File: config.mk
export PLATFORM = sky130hd
export DESIGN_NAME = interval_prime_finder_unit
export DESIGN_NICKNAME = d
export VERILOG_FILES = /design/src/rtl/core/ipf_pkg.sv /design/src/rtl/core/ipf_serial_div.sv /design/src/rtl/core/interval_prime_finder_unit.sv
export VERILOG_INCLUDE_DIRS = /design/src /design/src/rtl/core
export SDC_FILE = /design/constraint.sdc
export NUM_CORES = 1
export LEC_CHECK = 0
export ABC_AREA = 1
export BUFFER_PORTS_ARGS = -buffer_cell sky130_fd_sc_hd__buf_4
export CORE_MARGIN = 2
export CORE_UTILIZATION = 50
export CTS_CLUSTER_SIZE = 16
export DETAILED_ROUTE_END_ITERATION = 12
export GPL_TIMING_DRIVEN = 1
export PLACE_DENSITY = 0.74
export SLEW_MARGIN = 20
export SYNTH_ARGS = -nofsm -noshare
export SYNTH_HDL_FRONTEND = slang
export SYNTH_SLANG_ARGS = --single-unit
File: constraint.sdc
create_clock -name clk -period 3.65 [get_ports clk]
set_input_delay 0.1825 -clock clk [delete_from_list [all_inputs] [get_ports clk]]
set_output_delay 0.1825 -clock clk [all_outputs]
set_load 0.005 [all_outputs]
File: src/rtl/core/interval_prime_finder_unit_assert.svh
// Assertion macros for the interval prime finder.
`ifndef INTERVAL_PRIME_FINDER_UNIT_ASSERT_SVH
`define INTERVAL_PRIME_FINDER_UNIT_ASSERT_SVH

`ifndef SYNTH
`define IPF_ASSERT_HOLDS(lbl, clk, rst, prop) \
  lbl: assert property (@(posedge clk) disable iff (rst) (prop)) \
    else $error("ipf assertion failed");
`define IPF_ASSERT_NEXT(lbl, clk, rst, ante, cons) \
  lbl: assert property (@(posedge clk) disable iff (rst) (ante) |=> (cons)) \
    else $error("ipf assertion failed");
`else
`define IPF_ASSERT_HOLDS(lbl, clk, rst, prop)
`define IPF_ASSERT_NEXT(lbl, clk, rst, ante, cons)
`endif

`endif

File: src/rtl/core/ipf_pkg.sv
// Types and constants shared by the interval prime finder modules.
`timescale 1ns / 1ps
`default_nettype none
package ipf_pkg;

  localparam int VALUE_W = 32;

  typedef enum logic [1:0] {
    KIND_PRIME = 2'd0,
    KIND_DONE  = 2'd1,
    KIND_WRONG = 2'd2,
    KIND_SPAN  = 2'd3
  } kind_t;

  typedef struct packed {
    logic [VALUE_W-1:0] low_bound;
    logic [VALUE_W-1:0] high_bound;
  } in_item_t;

  typedef struct packed {
    logic [VALUE_W-1:0] prime_value;
    kind_t              kind;
    logic               last;
  } out_item_t;

  typedef enum logic [2:0] {
    S_IDLE,
    S_TEST,
    S_DIV,
    S_ADVANCE,
    S_PUSH_PRIME,
    S_PUSH_LAST
  } ipf_state_t;

  // Divider status back to the sequencer.
  typedef struct packed {
    logic done;
    logic rem_zero;
    logic quot_below;
  } div_stat_t;

endpackage
`default_nettype wire

File: src/rtl/core/ipf_serial_div.sv
// Bit-serial restoring divider: one quotient bit per cycle.
`timescale 1ns / 1ps
`default_nettype none
module ipf_serial_div
  import ipf_pkg::*;
#(
  parameter int W = 32
) (
  input  wire logic         clk,
  input  wire logic         rst,
  input  wire logic         start,
  input  wire logic [W-1:0] dividend,
  input  wire logic [W-1:0] divisor,
  output div_stat_t         stat
);

  localparam int CW = $clog2(W);

  logic [W-1:0]  dvd;
  logic [W-1:0]  dvs;
  logic [W-1:0]  rem;
  logic [W-1:0]  quot;
  logic [CW-1:0] cnt;
  logic          busy;
  logic          done;

  logic [W:0]   trial;
  logic [W:0]   diff;
  logic         fits;
  logic [W-1:0] rem_next;

  assign trial    = {rem, dvd[W-1]};
  assign diff     = trial - {1'b0, dvs};
  assign fits     = (trial >= {1'b0, dvs});
  assign rem_next = fits ? diff[W-1:0] : trial[W-1:0];

  always_ff @(posedge clk) begin
    if (rst) begin
      busy <= 1'b0;
      done <= 1'b0;
    end else begin
      done <= 1'b0;
      if (start) begin
        busy <= 1'b1;
      end else if (busy && cnt == '0) begin
        busy <= 1'b0;
        done <= 1'b1;
      end
    end
  end

  always_ff @(posedge clk) begin
    if (start) begin
      dvd  <= dividend;
      dvs  <= divisor;
      rem  <= '0;
      quot <= '0;
      cnt  <= CW'(W - 1);
    end else if (busy) begin
      dvd  <= {dvd[W-2:0], 1'b0};
      rem  <= rem_next;
      quot <= {quot[W-2:0], fits};
      cnt  <= cnt - CW'(1);
    end
  end

  assign stat.done       = done;
  assign stat.rem_zero   = (rem == '0);
  assign stat.quot_below = (quot < dvs);

endmodule
`default_nettype wire

File: src/rtl/core/interval_prime_finder_unit.sv
// Interval prime finder: top level with sequencer and output register.
`timescale 1ns / 1ps
`default_nettype none
// Takes one interval [low_bound, high_bound] per transaction and returns every
// prime in it in rising order (kind 0), then one closing result (kind 1) with
// last set. An interval with high_bound not above low_bound gives a single
// kind 2 result, one holding more than MAX_SPAN numbers a single kind 3
// result. Bounds are cut to their low VALUE_BITS bits (at most 32). Each odd
// candidate n >= 5 is tried against divisors 3, 5, 7, ... up to its square
// root, each divisor a full W-bit division in the bit-serial divider
// (W = min(VALUE_BITS, 32)). Even numbers and values below 2 pass S_TEST and
// S_ADVANCE only, 2 and 3 also S_PUSH_PRIME, which waits out any output
// stall. Input is taken only while no interval is in work; the output
// register lets the next interval in while the last result still waits.
module interval_prime_finder_unit
  import ipf_pkg::*;
#(
  parameter int VALUE_BITS = 32,
  parameter int MAX_SPAN   = 64
) (
  input  wire logic clk,
  input  wire logic rst,
  input  wire logic in_valid,
  output logic      in_stall,
  input  in_item_t  in_data,
  output logic      out_valid,
  input  wire logic out_stall,
  output out_item_t out_data
);

`include "interval_prime_finder_unit_assert.svh"

  localparam int W = (VALUE_BITS < VALUE_W) ? VALUE_BITS : VALUE_W;

  ipf_state_t state;
  ipf_state_t state_next;

  logic [W-1:0] n;
  logic [W-1:0] hi;
  logic [W-1:0] d;
  kind_t        last_kind;

  logic [W-1:0] lo_in;
  logic [W-1:0] hi_in;
  logic [W-1:0] span_in;
  logic         bad_order;
  logic         too_wide;
  logic         accept;
  logic         out_free;

  logic         div_start;
  logic [W-1:0] div_dvs;
  logic         load_prime;
  logic         load_last;
  div_stat_t    div_stat;

  assign lo_in     = in_data.low_bound[W-1:0];
  assign hi_in     = in_data.high_bound[W-1:0];
  assign span_in   = hi_in - lo_in;
  assign bad_order = (hi_in <= lo_in);
  assign too_wide  = (span_in >= W'(MAX_SPAN));
  assign in_stall  = (state != S_IDLE);
  assign accept    = in_valid && !in_stall;
  assign out_free  = !out_valid || !out_stall;

  ipf_serial_div #(
    .W(W)
  ) u_div (
    .clk     (clk),
    .rst     (rst),
    .start   (div_start),
    .dividend(n),
    .divisor (div_dvs),
    .stat    (div_stat)
  );

  // next state
  always_comb begin
    state_next = state;
    unique case (state)
      S_IDLE: begin
        if (accept) begin
          state_next = (bad_order || too_wide) ? S_PUSH_LAST : S_TEST;
        end
      end
      S_TEST: begin
        if (n < W'(2)) begin
          state_next = S_ADVANCE;
        end else if (n < W'(4)) begin
          state_next = S_PUSH_PRIME;
        end else if (!n[0]) begin
          state_next = S_ADVANCE;
        end else begin
          state_next = S_DIV;
        end
      end
      S_DIV: begin
        if (div_stat.done) begin
          if (div_stat.quot_below) begin
            state_next = S_PUSH_PRIME;
          end else if (div_stat.rem_zero) begin
            state_next = S_ADVANCE;
          end
        end
      end
      S_ADVANCE: begin
        state_next = (n == hi) ? S_PUSH_LAST : S_TEST;
      end
      S_PUSH_PRIME: begin
        if (out_free) begin
          state_next = S_ADVANCE;
        end
      end
      S_PUSH_LAST: begin
        if (out_free) begin
          state_next = S_IDLE;
        end
      end
      default: state_next = S_IDLE;
    endcase
  end

  // sequencer outputs
  always_comb begin
    div_start  = 1'b0;
    div_dvs    = d + W'(2);
    load_prime = 1'b0;
    load_last  = 1'b0;
    unique case (state)
      S_TEST: begin
        div_dvs   = W'(3);
        div_start = (n >= W'(4)) && n[0];
      end
      S_DIV: begin
        div_start = div_stat.done && !div_stat.quot_below && !div_stat.rem_zero;
      end
      S_PUSH_PRIME: load_prime = out_free;
      S_PUSH_LAST:  load_last  = out_free;
      default: begin
      end
    endcase
  end

  always_ff @(posedge clk) begin
    if (rst) begin
      state <= S_IDLE;
    end else begin
      state <= state_next;
    end
  end

  always_ff @(posedge clk) begin
    if (accept) begin
      n  <= lo_in;
      hi <= hi_in;
      if (bad_order) begin
        last_kind <= KIND_WRONG;
      end else if (too_wide) begin
        last_kind <= KIND_SPAN;
      end else begin
        last_kind <= KIND_DONE;
      end
    end else if (state == S_ADVANCE && n != hi) begin
      n <= n + W'(1);
    end
    if (div_start) begin
      d <= div_dvs;
    end
  end

  // output register
  always_ff @(posedge clk) begin
    if (rst) begin
      out_valid <= 1'b0;
    end else if (load_prime || load_last) begin
      out_valid <= 1'b1;
    end else if (!out_stall) begin
      out_valid <= 1'b0;
    end
  end

  always_ff @(posedge clk) begin
    if (load_prime) begin
      out_data.prime_value <= VALUE_W'(n);
      out_data.kind        <= KIND_PRIME;
      out_data.last        <= 1'b0;
    end else if (load_last) begin
      out_data.prime_value <= '0;
      out_data.kind        <= last_kind;
      out_data.last        <= 1'b1;
    end
  end

  `IPF_ASSERT_NEXT(a_busy_after_accept, clk, rst, accept, in_stall)
  `IPF_ASSERT_HOLDS(a_last_on_close, clk, rst,
    !out_valid || (out_data.last == (out_data.kind != KIND_PRIME)))
  `IPF_ASSERT_HOLDS(a_zero_value_on_close, clk, rst,
    !out_valid || out_data.kind == KIND_PRIME || out_data.prime_value == '0)
  `IPF_ASSERT_HOLDS(a_div_only_in_test, clk, rst,
    !div_start || state == S_TEST || state == S_DIV)

endmodule
`default_nettype wire
Word level (Yosys, flattened, before mapping)
Index checks and enable logic that the tools add are counted.
Word-level totals
  input bits: 68
  RAM bits: 0
  output and inout port bits: 37
  memories: 0
  bits in latches: 0
  bits in read-only memories: 0
  word-level logic and storage cells: 92
  register bits after elaboration: 240
Cells by class
  multipliers: 0
  mux-type cells: 28
  bitwise operators: 0
  equality and inequality tests: 13
  shift-type cells: 0
  $lt $le $gt $ge: 7
  divide/modulo/power cells: 0
  reduce and logical (&&, ||, !) cells: 24
  $add $sub $neg: 5
Operators by type and width (count)
  $mux 32: 5
  $mux 35: 2
  $sub 32x32->32: 2
  $ge 33x32->1: 1
  $add 32x1->32 const B: 1
  $add 32x2->32 const B: 1
  $eq 32x32->1: 1
  $ge 32x3->1 const B: 1
  $ge 32x7->1 const B: 1
  $le 32x32->1: 1
  $logic_not 32->1: 1
  $lt 32x2->1 const B: 1
  $lt 32x3->1 const B: 1
  $lt 32x32->1: 1
  $ne 32x32->1: 1
  $mux 3: 10
  $pmux 3 s6: 1
  $mux 1: 8
  $reduce_bool 2->1: 4
  $eq 3x2->1 const B: 2
  $eq 3x3->1 const B: 2
  $logic_and 1x1->1: 6
  $ne 2x2->1 const B: 3
  $logic_not 1->1: 5
  other kinds (12): 15

Depth between registers and ports, before layout
Gate-level depths: netlist (run 1).
  depth in word-level cells: 6
  gate-level depth with buffers: 22
  mapped depth without buffers: 22

By module
From an unflattened synthesis (run 1), not the netlist that was laid out.
Unflattened totals
  cells, all modules: 2458
  area, all modules: 18187.4 um2
By module, submodules not included
  interval_prime_finder_unit: area an instance 9606.7 um2, times used 1, sequential area each 4043.9 um2, cells each 1283
  ipf_serial_div: area an instance 8580.7 um2, times used 1, sequential area each 3343.2 um2, cells each 1175

Worst setup path before layout (run 1)
No wires, ideal clock.
  path kind: flip-flop to flip-flop
  from: register u_div.dvs[11]
  to: register u_div.dvs[10], enable pin
  required time: 3.242 ns
  slack: 0.467 ns
  buffers on the path: 1
  arrival time: 2.775 ns
  library setup time: 0.408 ns
  period minus slack after synthesis: 3.183 ns
  cell stages (with the launch flop): 14
  cell sequence: edfxtp_1 -> inv_1 -> ha_1 -> nand2_1 -> o21a_1 -> o221a_2 -> nand2_1 -> nand2_1 -> nand2_1 -> nand3b_1 -> inv_1 -> nand2_1 -> nand2_1 -> buf_1
On the way
  cells in the longest elaborated chain, start to end: 5
RTL lines
  start, declared: line ipf_serial_div.sv:20  | logic [W-1:0] dvs;
  start signal, assigned: line ipf_serial_div.sv:55  | dvs <= divisor;
  $lt 32x32->1: line ipf_serial_div.sv:69  | assign stat.quot_below = (quot < dvs);
  $logic_not 1->1: line interval_prime_finder_unit.sv:135  | div_start = div_stat.done && !div_stat.quot_below && !div_stat.rem_zero;
  $logic_and 1x1->1 (2 in a row): line interval_prime_finder_unit.sv:135
  $pmux 1 s2: line interval_prime_finder_unit.sv:129  | unique case (state)
  net div_start: line interval_prime_finder_unit.sv:51  | logic div_start;
The timed path passes the listed nets, and every way through them passes these cells.
A chain may end at the register's enable or synchronous reset.

Final worst setup path (run 1)
  from: register u_div.dvs[1]
  to: register u_div.dvd[24] (data pin)
On the way
  cells in the longest elaborated chain, start to end: 6
RTL lines
  $lt 32x32->1: line ipf_serial_div.sv:69
  $logic_not 1->1: line interval_prime_finder_unit.sv:135
  $logic_and 1x1->1 (2 in a row): line interval_prime_finder_unit.sv:135
  $pmux 1 s2: line interval_prime_finder_unit.sv:129
  $mux 32: line ipf_serial_div.sv:53  | if (start) begin
  end signal, assigned: line ipf_serial_div.sv:54  | dvd <= dividend;
  end signal, assigned: line ipf_serial_div.sv:60  | dvd <= {dvd[W-2:0], 1'b0};
  end, declared: line ipf_serial_div.sv:19  | logic [W-1:0] dvd;
Every way passes these cells.

==> results of run 1 <==
cells in the final DEF, fill, tap and decap left out, types with 9 or more instances in the layout:
master / count
inv_1: 294
edfxtp_1: 161
or2_2: 9
dfxtp_1: 77
o21ai_0: 103
clkbuf_1: 9
buf_4: 118
xnor2_1: 26
nand3_1: 132
dlygate4sd3_1: 43
a21oi_1: 127
clkbuf_16: 28
nand2_2: 10
nand2_1: 585
nor2_1: 192
nor3_1: 56
o21ai_1: 15
nor4_1: 23
xor2_1: 50
inv_2: 9
ha_1: 98
nand4_1: 67
cell type report:
class	count	area (um^2)	share of cell area [%]
multi-input combinational	1571	8350	44.9
sequential	239	6400	34.4
clock inverter	5	63.8	0.343
tap	402	503	2.70
clock buffer	43	817	4.39
inverter	303	1140	6.11
timing repair buffer	162	1340	7.18
cell families after synthesis:
family	count (synthesis)	synth area share (%)
AOI/OAI and AO/OA	288	9.83
xor gates and xnor gates	76	4.13
adders and majority gates	99	7.74
buffers and inverters	359	8.57
DFF	239	39.7
and+or+nand+nor	1108	30.0
final timing paths:
kind	end	slack (ns)	depth (start not counted)
worst max-delay path	u_div.dvd[24]	0.49	17
worst min-delay path	n[28]	0.02	3
worst max register to register	u_div.dvd[24]	0.49	17
worst min register to register	u_div.cnt[2]	0.47	2
power groups by stage:
stage	clock network, W	logic, W	registers [W]
finish	0.00268	0.00403	0.00451
global route	0.00284	0.00449	0.00460
CTS	0.00272	0.00400	0.00451
detailed placement	0	0.00393	0.00455
global placement	0	0.00384	0.00454
floorplan	0	0.00277	0.00440
layer usage:
layer  up-vias  share of wire [%]  GRT usage [%]  wire length, um
met5         -                  0              0                0
met4         0                3.4           8.74             1520
met3        89                5.3           2.52             2350
met2       516                 49           46.5            21800
met1      6903                 42           33.1            18800
li1       7473                  -              -                -
worst register-to-register path, stage by stage, from the launching register on:
cell and delay, ns:
edfxtp_1 0.44, inv_1 0.16, ha_1 0.26, a21oi_1 0.18
o21ai_1 0.09, nand3_1 0.08, a21oi_1 0.07, o21ai_1 0.17
nand2_1 0.15, nand2_1 0.08, nand2_1 0.11, nand3b_1 0.16
inv_1 0.06, nand2_1 0.09, nand2_2 0.08, inv_2 0.07
buf_4 0.44, o21ai_0 0.22
stage by stage:
stage / instances / hold WS, ns / total power, W / instance area [um^2]
2_1_floorplan: 2169 / 0.252 / 0.00717 / 16100
3_3_place_gp: 2634 / 0.374 / 0.00838 / 17300
3_5_place_dp: 2634 / 0.375 / 0.00849 / 17300
4_1_cts: 2725 / 0.00241 / 0.0112 / 18600
5_1_grt: 2725 / 0.0368 / 0.0119 / 18600
6_report: 2725 / 0.0183 / 0.0112 / 18600
registers in the layout, indices dropped and copies added, names as in the netlist:
| name | cells |
|---|---|
| n | 32 |
| u_div.done | 1 |
| u_div.rem | 32 |
| u_div.quot | 32 |
| u_div.busy | 1 |
| state | 3 |
| last_kind | 2 |
| out_data | 35 |
| u_div.cnt | 5 |
| u_div.dvd | 32 |
| u_div.dvs | 31 |
| hi | 32 |
| out_valid | 1 |
==> results.py, run 1 <==
metrics = {
    "status": {
        "status": "complete, no violations",
    },
    "logic_synthesis": {
        "synth_commonest_cells": "nand2_1, inv_1, nor2_1",
        "ys_ff_latch": 239,
        "synth_area_leaders": "edfxtp_1, nand2_1, dfxtp_1, ha_1, inv_1",
        "synth_enable_flop_cells": 161,
        "synth-warning-count": 0,
        "yosys.area.top_type_share_pct": 30.0,
        "async_reset_ff_share_pct": 0,
        "synth_largest_area_cell": "edfxtp_1",
        "synthesis.nets": 2336,
        "synth_seq_area_share_pct": 39.7,
        "avgSynthCellArea_um2": 7.43,
        "syn_inst": 2169,
        "synth.most_common_cell": "nand2_1",
        "netlist_area_mm2": 0.0161,
        "synthFlopType": "edfxtp_1",
        "yosysUniqueCellTypes": 49,
    },
    "global_routing": {
        "overflow": 0,
        "grt_pass1_vias": 14100,
        "grtUsageTotal_pct": 26.1,
        "grt_pass1_wl_um": 71000,
        "grt_max_degree": 83,
        "antenna_found_initial": 0,
    },
    "sta": {
        "clock_skew_ns": 0.0142,
        "setup_slack_ns": 0.489,
        "finalCritPeriodShare_pct": 86.6,
        "setup_viol": 0,
        "rsz0062_at_grt": "false",
        "maxSlewHeadroom_pct": 35.3,
        "tightest_slew_ns": 0.969,
        "hold_violations": 0,
        "drv_slew": 0,
        "fin_crit_ns": 3.16,
        "timing.fmax_ghz": 0.316,
        "fin_tns_setup_ns": 0,
    },
    "setup_path": {
        "slowest_stage": "edfxtp_1",
        "critPathRequiredTime_ns": 3.92,
        "path_max_fanout": 63,
        "path_delay_family": "simple AND/OR/NAND/NOR gates",
        "crit_buf_inv": 4,
        "cpMostUsedCell": "nand2_1",
        "critPathKind": "flip-flop to flip-flop",
        "regToRegStartpoint": "u_div.dvs[1]",
        "path_cells": "inv_1 -> ha_1 -> a21oi_1 -> o21ai_1 -> nand3_1 -> a21oi_1 -> o21ai_1 -> nand2_1 -> nand2_1 -> nand2_1 -> nand3b_1 -> inv_1 -> nand2_1 -> nand2_2 -> inv_2 -> buf_4 -> o21ai_0",
        "slowest_delay_ns": 0.44,
        "crit_start": "u_div.dvs[1]",
        "worstPathArrival_ns": 3.43,
        "end_kind": "flip-flop",
        "crit_path_start_kind": "flip-flop",
    },
    "power_and_ir_drop": {
        "ir_drop_mv": 0.375,
        "combPwrFrac_pct": 35.9,
        "p_sw_w": 0.00429,
        "power_density_mw_per_mm2": 603,
        "p_int_w": 0.00693,
        "p_sw_share_pct": 38.3,
        "pwr-share-clk_pct": 23.9,
        "p_seq_share_pct": 40.2,
        "p_leak_nw": 8.73,
    },
    "final_layout": {
        "final_layout_size_suffix_gt1_share_pct": 9.08,
        "area_delta_synth_final_pct": 15.5,
        "utilization_pct": 58.8,
        "fin_nets": 2470,
        "fill_cells": 2849,
        "n_antenna_cell": 0,
    },
    "detailed_routing": {
        "post_drt_wl_per_cell_um": 16.3,
        "first_iter_violations": 1220,
        "routed_wirelength_um": 44600,
        "antenna_left": 0,
        "via_count": 15000,
        "drc": 0,
        "first_pass_iters": 5,
        "viasPerCell": 5.50,
    },
    "die": {
        "die_h_um": 183,
        "start_util_pct": 50.9,
        "die_w_um": 183,
        "io_pins": 105,
        "rows": 65,
        "core_mm2": 0.0316,
        "die-area_mm2": 0.0337,
    },
    "min_path": {
        "hp-start": "in_data[60]",
        "hp-class": "primary input to flip-flop",
    },
    "clock_tree": {
        "cts.sinks": 239,
        "cts_made_buffers": 26,
        "clkSlewWorstSetupHoldPaths_ns": 0.06,
        "htree_levels": 1,
        "ctsHoldBuffers": 43,
        "insertion_delay_ns": 0.54,
        "cts-root-buf": "clkbuf_16",
        "clockBufferDepth": 3,
        "cts_resized": 0,
        "postCtsSetupBuffers": 0,
        "cts_tree": "done",
    },
    "place": {
        "pre_cts_ws_ns": 0.506,
        "gp_congestion": 1.02,
        "hpwl_um": 33800,
        "portBuffers": 104,
    },
    "run": {
        "max-cap-violations": 0,
    },
}
Note: power is estimated with default switching activity, not from simulation.
==> inputs of run 2 (changes only) <==
Settings changed: CORE_UTILIZATION 50 to 42, PLACE_DENSITY 0.74 to 0.65.
==> results.py, run 2 (synthesis gave the netlist of run 1 again) <==
metrics = {
    "clock_tree": {
        "htree_levels": 1,
        "clockBufferDepth": 3,
        "cts-root-buf": "clkbuf_16",
        "clkSlewWorstSetupHoldPaths_ns": 0.06,
        "cts_made_buffers": 29,
        "cts.sinks": 239,
        "cts_tree": "done",
        "insertion_delay_ns": 0.56,
    },
    "setup_path": {
        "critPathRequiredTime_ns": 3.85,
        "worstPathArrival_ns": 3.28,
        "path_max_fanout": 32,
        "critPathKind": "flip-flop to flip-flop",
        "end_kind": "flip-flop",
        "crit_path_start_kind": "flip-flop",
    },
    "global_routing": {
        "overflow": 0,
        "grt_pass1_wl_um": 74600,
        "antenna_found_initial": 0,
        "grt_pass1_vias": 14400,
        "grtUsageTotal_pct": 23.6,
        "grt_max_degree": 83,
    },
    "final_layout": {
        "fin_nets": 2475,
        "final_cell_mix": "nand2_1, inv_1, nor2_1",
        "final_layout_size_suffix_gt1_share_pct": 9.61,
        "fill_cells": 3721,
        "n_antenna_cell": 0,
        "layout.cells.most_common": "nand2_1",
        "largest_register_ffs": 35,
        "top_register": "out_data",
        "area_delta_synth_final_pct": 17.0,
    },
    "sta": {
        "hold_violations": 0,
        "timing.fmax_ghz": 0.324,
        "fin_tns_setup_ns": 0,
        "setup_viol": 0,
        "tightest_slew_ns": 1.01,
        "clock_skew_ns": 0.0163,
        "fin_crit_ns": 3.09,
        "drv_slew": 0,
        "maxSlewHeadroom_pct": 32.8,
        "setup_slack_ns": 0.565,
        "finalCritPeriodShare_pct": 84.5,
        "rsz0062_at_grt": "false",
    },
    "power_and_ir_drop": {
        "p_leak_nw": 8.78,
        "ir_drop_mv": 0.417,
        "power_density_mw_per_mm2": 608,
    },
    "detailed_routing": {
        "via_count": 14900,
        "routed_wirelength_um": 46900,
        "first_iter_violations": 1077,
        "drc": 0,
        "antenna_left": 0,
        "first_pass_iters": 5,
        "viasPerCell": 5.24,
        "post_drt_wl_per_cell_um": 16.5,
    },
    "die": {
        "rows": 71,
        "core_mm2": 0.0378,
        "start_util_pct": 42.7,
        "die_h_um": 200,
        "io_pins": 105,
        "die-area_mm2": 0.0399,
        "die_w_um": 200,
    },
    "min_path": {
        "hp-class": "primary input to flip-flop",
    },
    "place": {
        "pre_cts_ws_ns": 0.598,
        "gp_congestion": 0.949,
        "hpwl_um": 35700,
        "portBuffers": 104,
    },
    "status": {
        "status": "complete, no violations",
    },
    "run": {
        "max-cap-violations": 0,
    },
}
[run 2: changes by cell type in the layout (fill, tap and decap cells not counted), moves of 2 or more]
cell,delta
buf_4,+2
clkbuf_1,-5
clkbuf_16,+2
clkbuf_8,-4
clkinv_2,+4
clkinvlp_4,+4
[run 2: worst paths after layout]
kind | start | end | slack (ns) | cells after the start
worst max register to register | u_div.dvs[11] | u_div.dvd[29] | 0.56 | 15
worst max-delay path | u_div.dvs[11] | u_div.dvd[29] | 0.56 | 15
worst min register to register | last_kind[0] | out_data[1] | 0.46 | 2
worst min-delay path | in_data[57] | n[25] | 0.02 | 3
[run 2: metal layers]
| layer | vias up | wire length, um | GRT usage [%] | part of all wire [%] |
|---|---|---|---|---|
| met4 | 0 | 1400 | 8.15 | 3.0 |
| met5 | - | 0 | 0 | 0 |
| li1 | 7489 | - | - | - |
| met3 | 73 | 2030 | 1.88 | 4.3 |
| met2 | 408 | 22600 | 40.5 | 48 |
| met1 | 6911 | 20900 | 31.4 | 44 |
[run 2: layout make-up]
type	count	area [um^2]	share of cell area, %
Inverter	303	1140	6.04
Clock buffer	36	793	4.21
Tap cell	511	639	3.39
Timing Repair Buffer	164	1360	7.22
Clock inverter	17	160	0.850
Sequential cell	239	6400	33.9
Multi-Input combinational cell	1571	8360	44.3
[run 2: what timing repair did]
action / 4_1_cts / 5_1_grt
hold buffers: 42 / 0
resized for setup: 0 / 0
endpoints found under the hold margin: 46 / 0
buffers inserted: 0 / 0
endpoints found under the setup margin: 0 / 0
[run 2: report_power, final]
part	leakage, nW	internal, W	switching [W]
sequential	2.14	0.00397	0.000561
combinational	6.18	0.00138	0.00268
clock	0.458	0.00169	0.00119
total	8.78	0.00704	0.00443
[run 2: through the flow]
stage          util, %  hold WS [ns]  power (W)  cells  cell area [um^2]
6_report          49.9        0.0214     0.0115   2841             18800
5_1_grt           49.9        0.0282     0.0122   2841             18800
4_1_cts           49.9       0.00116     0.0115   2841             18800
3_5_place_dp      46.3         0.376    0.00858   2746             17500
3_3_place_gp      46.3         0.380    0.00847   2746             17500
2_1_floorplan        -         0.252    0.00717   2169             16100
[run 2: worst max-delay path, stage by stage, from the launching register on]
cell      delay, ns
edfxtp_1       0.43
inv_1          0.15
ha_1           0.34
nand2_1        0.08
o21a_1         0.19
o221a_2        0.22
nand2_1        0.13
nand2_1        0.07
nand2_1        0.15
nand3b_1       0.15
inv_1          0.08
nand2_1        0.07
nand2_2        0.10
inv_2          0.10
nand2_1        0.07
buf_4          0.38
==> inputs of run 3 (changes only) <==
Clock period 3.65 ns to 3 ns, I/O delays scaled along.
==> results.py, run 3 (synthesis gave the netlist of run 1 again) <==
metrics = {
    "clock_tree": {
        "insertion_delay_ns": 0.56,
        "cts-root-buf": "clkbuf_16",
        "htree_levels": 1,
        "cts_tree": "done",
        "clkSlewWorstSetupHoldPaths_ns": 0.07,
        "cts_made_buffers": 27,
        "clockBufferDepth": 3,
        "cts.sinks": 239,
    },
    "die": {
        "rows": 71,
        "core_mm2": 0.0378,
        "start_util_pct": 42.7,
        "die_h_um": 200,
        "io_pins": 105,
        "die-area_mm2": 0.0399,
        "die_w_um": 200,
    },
    "setup_path": {
        "reg2regPathDepth": 17,
        "end_kind": "flip-flop",
        "path_cells": "dlygate4sd3_1 -> buf_4 -> inv_1 -> ha_1 -> nand2_1 -> inv_1 -> nand2_1 -> nor3_1 -> nand3_1 -> nand3_1 -> xor2_1 -> nand3_1 -> nor3_1 -> nand4_1",
        "path_max_fanout": 5,
        "worstPathArrival_ns": 3.14,
        "path_delay_family": "simple AND/OR/NAND/NOR gates",
        "slowest_delay_ns": 0.53,
        "cp.depth": 14,
        "critPathKind": "primary input to flip-flop",
        "cpMostUsedCell": "nand3_1",
        "slowest_stage": "dlygate4sd3_1",
        "critPathRequiredTime_ns": 3.24,
        "crit_path_start_kind": "primary input",
        "crit_buf_inv": 4,
        "reg2reg_slack_ns": 0.20,
    },
    "min_path": {
        "hp-class": "primary input to flip-flop",
        "worstHoldPathCells": 3,
    },
    "final_layout": {
        "top_register": "out_data",
        "largest_register_ffs": 35,
        "fill_cells": 3653,
        "regArea_mm2": 0.00640,
        "final_cell_mix": "nand2_1, inv_1, nor2_1",
        "fin_nets": 2506,
        "n_antenna_cell": 0,
        "layout.cells.most_common": "nand2_1",
        "final_layout_size_suffix_gt1_share_pct": 10.4,
        "multi_input_area_mm2": 0.00836,
        "area_delta_synth_final_pct": 19.3,
    },
    "power_and_ir_drop": {
        "p_leak_nw": 8.97,
        "power_density_mw_per_mm2": 733,
        "ir_drop_mv": 0.390,
        "design_power_total_w": 0.0141,
    },
    "sta": {
        "fin_crit_ns": 2.90,
        "drv_slew": 0,
        "clock_skew_ns": 0.0239,
        "tightest_slew_ns": 0.977,
        "hold_violations": 0,
        "finalCritPeriodShare_pct": 96.5,
        "fin_tns_setup_ns": 0,
        "setup_viol": 0,
        "holdWs_ns": 0.0241,
        "timing.fmax_ghz": 0.345,
        "maxSlewHeadroom_pct": 34.9,
    },
    "global_routing": {
        "use_met2_pct": 39.6,
        "overflow": 0,
        "met3_usage_pct": 2.02,
        "grtUsageTotal_pct": 22.7,
        "top_usage_layer": "met2",
        "antenna_found_initial": 0,
        "grt_pass1_vias": 14300,
        "grt_pass1_wl_um": 72300,
        "grtUsageMet1_pct": 29.4,
        "grt_max_degree": 97,
    },
    "place": {
        "hpwl_um": 34700,
        "gp_congestion": 1.00,
        "portBuffers": 104,
    },
    "detailed_routing": {
        "post_drt_wl_per_cell_um": 15.8,
        "routed_wirelength_um": 45400,
        "antenna_left": 0,
        "first_pass_iters": 7,
        "via_count": 14900,
        "drc": 0,
        "viasPerCell": 5.19,
        "first_iter_violations": 1110,
    },
    "run": {
        "max-cap-violations": 0,
    },
    "status": {
        "status": "complete, no violations",
    },
}
## run 3: changes by cell type in the layout (fill, tap and decap cells not counted), moves of 2 or more
cell / previous run / this run
clkbuf_1: 4 / 2
clkbuf_8: 2 / 0
buf_12: 2 / 6
inv_1: 294 / 291
inv_2: 9 / 11
clkinvlp_4: 5 / 3
buf_4: 120 / 131
dlygate4sd3_1: 42 / 58
nand2_2: 11 / 13
inv_4: 0 / 2
nand2_1: 584 / 582
clkbuf_16: 30 / 33
## run 3: per-layer routing
layer | wire, um | part of all wire, %
met3 | 2100 | 4.6
met2 | 21900 | 48
met1 | 19800 | 44
met5 | 0 | 0
met4 | 1580 | 3.5
## run 3: path summary, 6_finish.rpt
path                 start      endpoint
min reg2reg   last_kind[0]   out_data[1]
max            in_data[45]  last_kind[1]
min            in_data[44]         n[12]
max reg2reg  u_div.dvs[21]  u_div.rem[1]
## run 3: where the power goes
group / leakage [nW] / internal [W] / switching, W
registers: 2.14 / 0.00482 / 0.000639
logic: 6.36 / 0.00182 / 0.00331
clock network: 0.467 / 0.00209 / 0.00141
total: 8.97 / 0.00873 / 0.00536
## run 3: tightest hold or removal path: cells and delay by family
kind                   cells  cell delay [ns]
AOI/OAI and AO/OA          1             0.17
buffers and inverters      2             0.14
## run 3: repair_timing
action	in CTS	in global routing
gates resized for setup	0	6
endpoints found under the hold margin	62	0
setup endpoints to repair	0	63
hold buffers	58	0
setup buffers	0	3
## run 3: layout make-up
type,instances,share of cell area [%]
inverters,303,5.93
repair buffers,197,8.95
clock buffers,34,4.21
multi-input cells,1571,43.5
well taps,511,3.33
clock inverters,16,0.781
flip-flops and latches,239,33.3
## run 3: stage by stage
stage	utilization [%]	worst slack (ns)	instances	area, um^2
2_1_floorplan	-	0.121	2169	16100
4_1_cts	50.7	0.176	2866	19100
6_report	50.9	0.104	2871	19200
3_5_place_dp	46.6	0.215	2758	17600
5_1_grt	50.9	-0.00530	2871	19200
3_3_place_gp	46.6	0.188	2758	17600
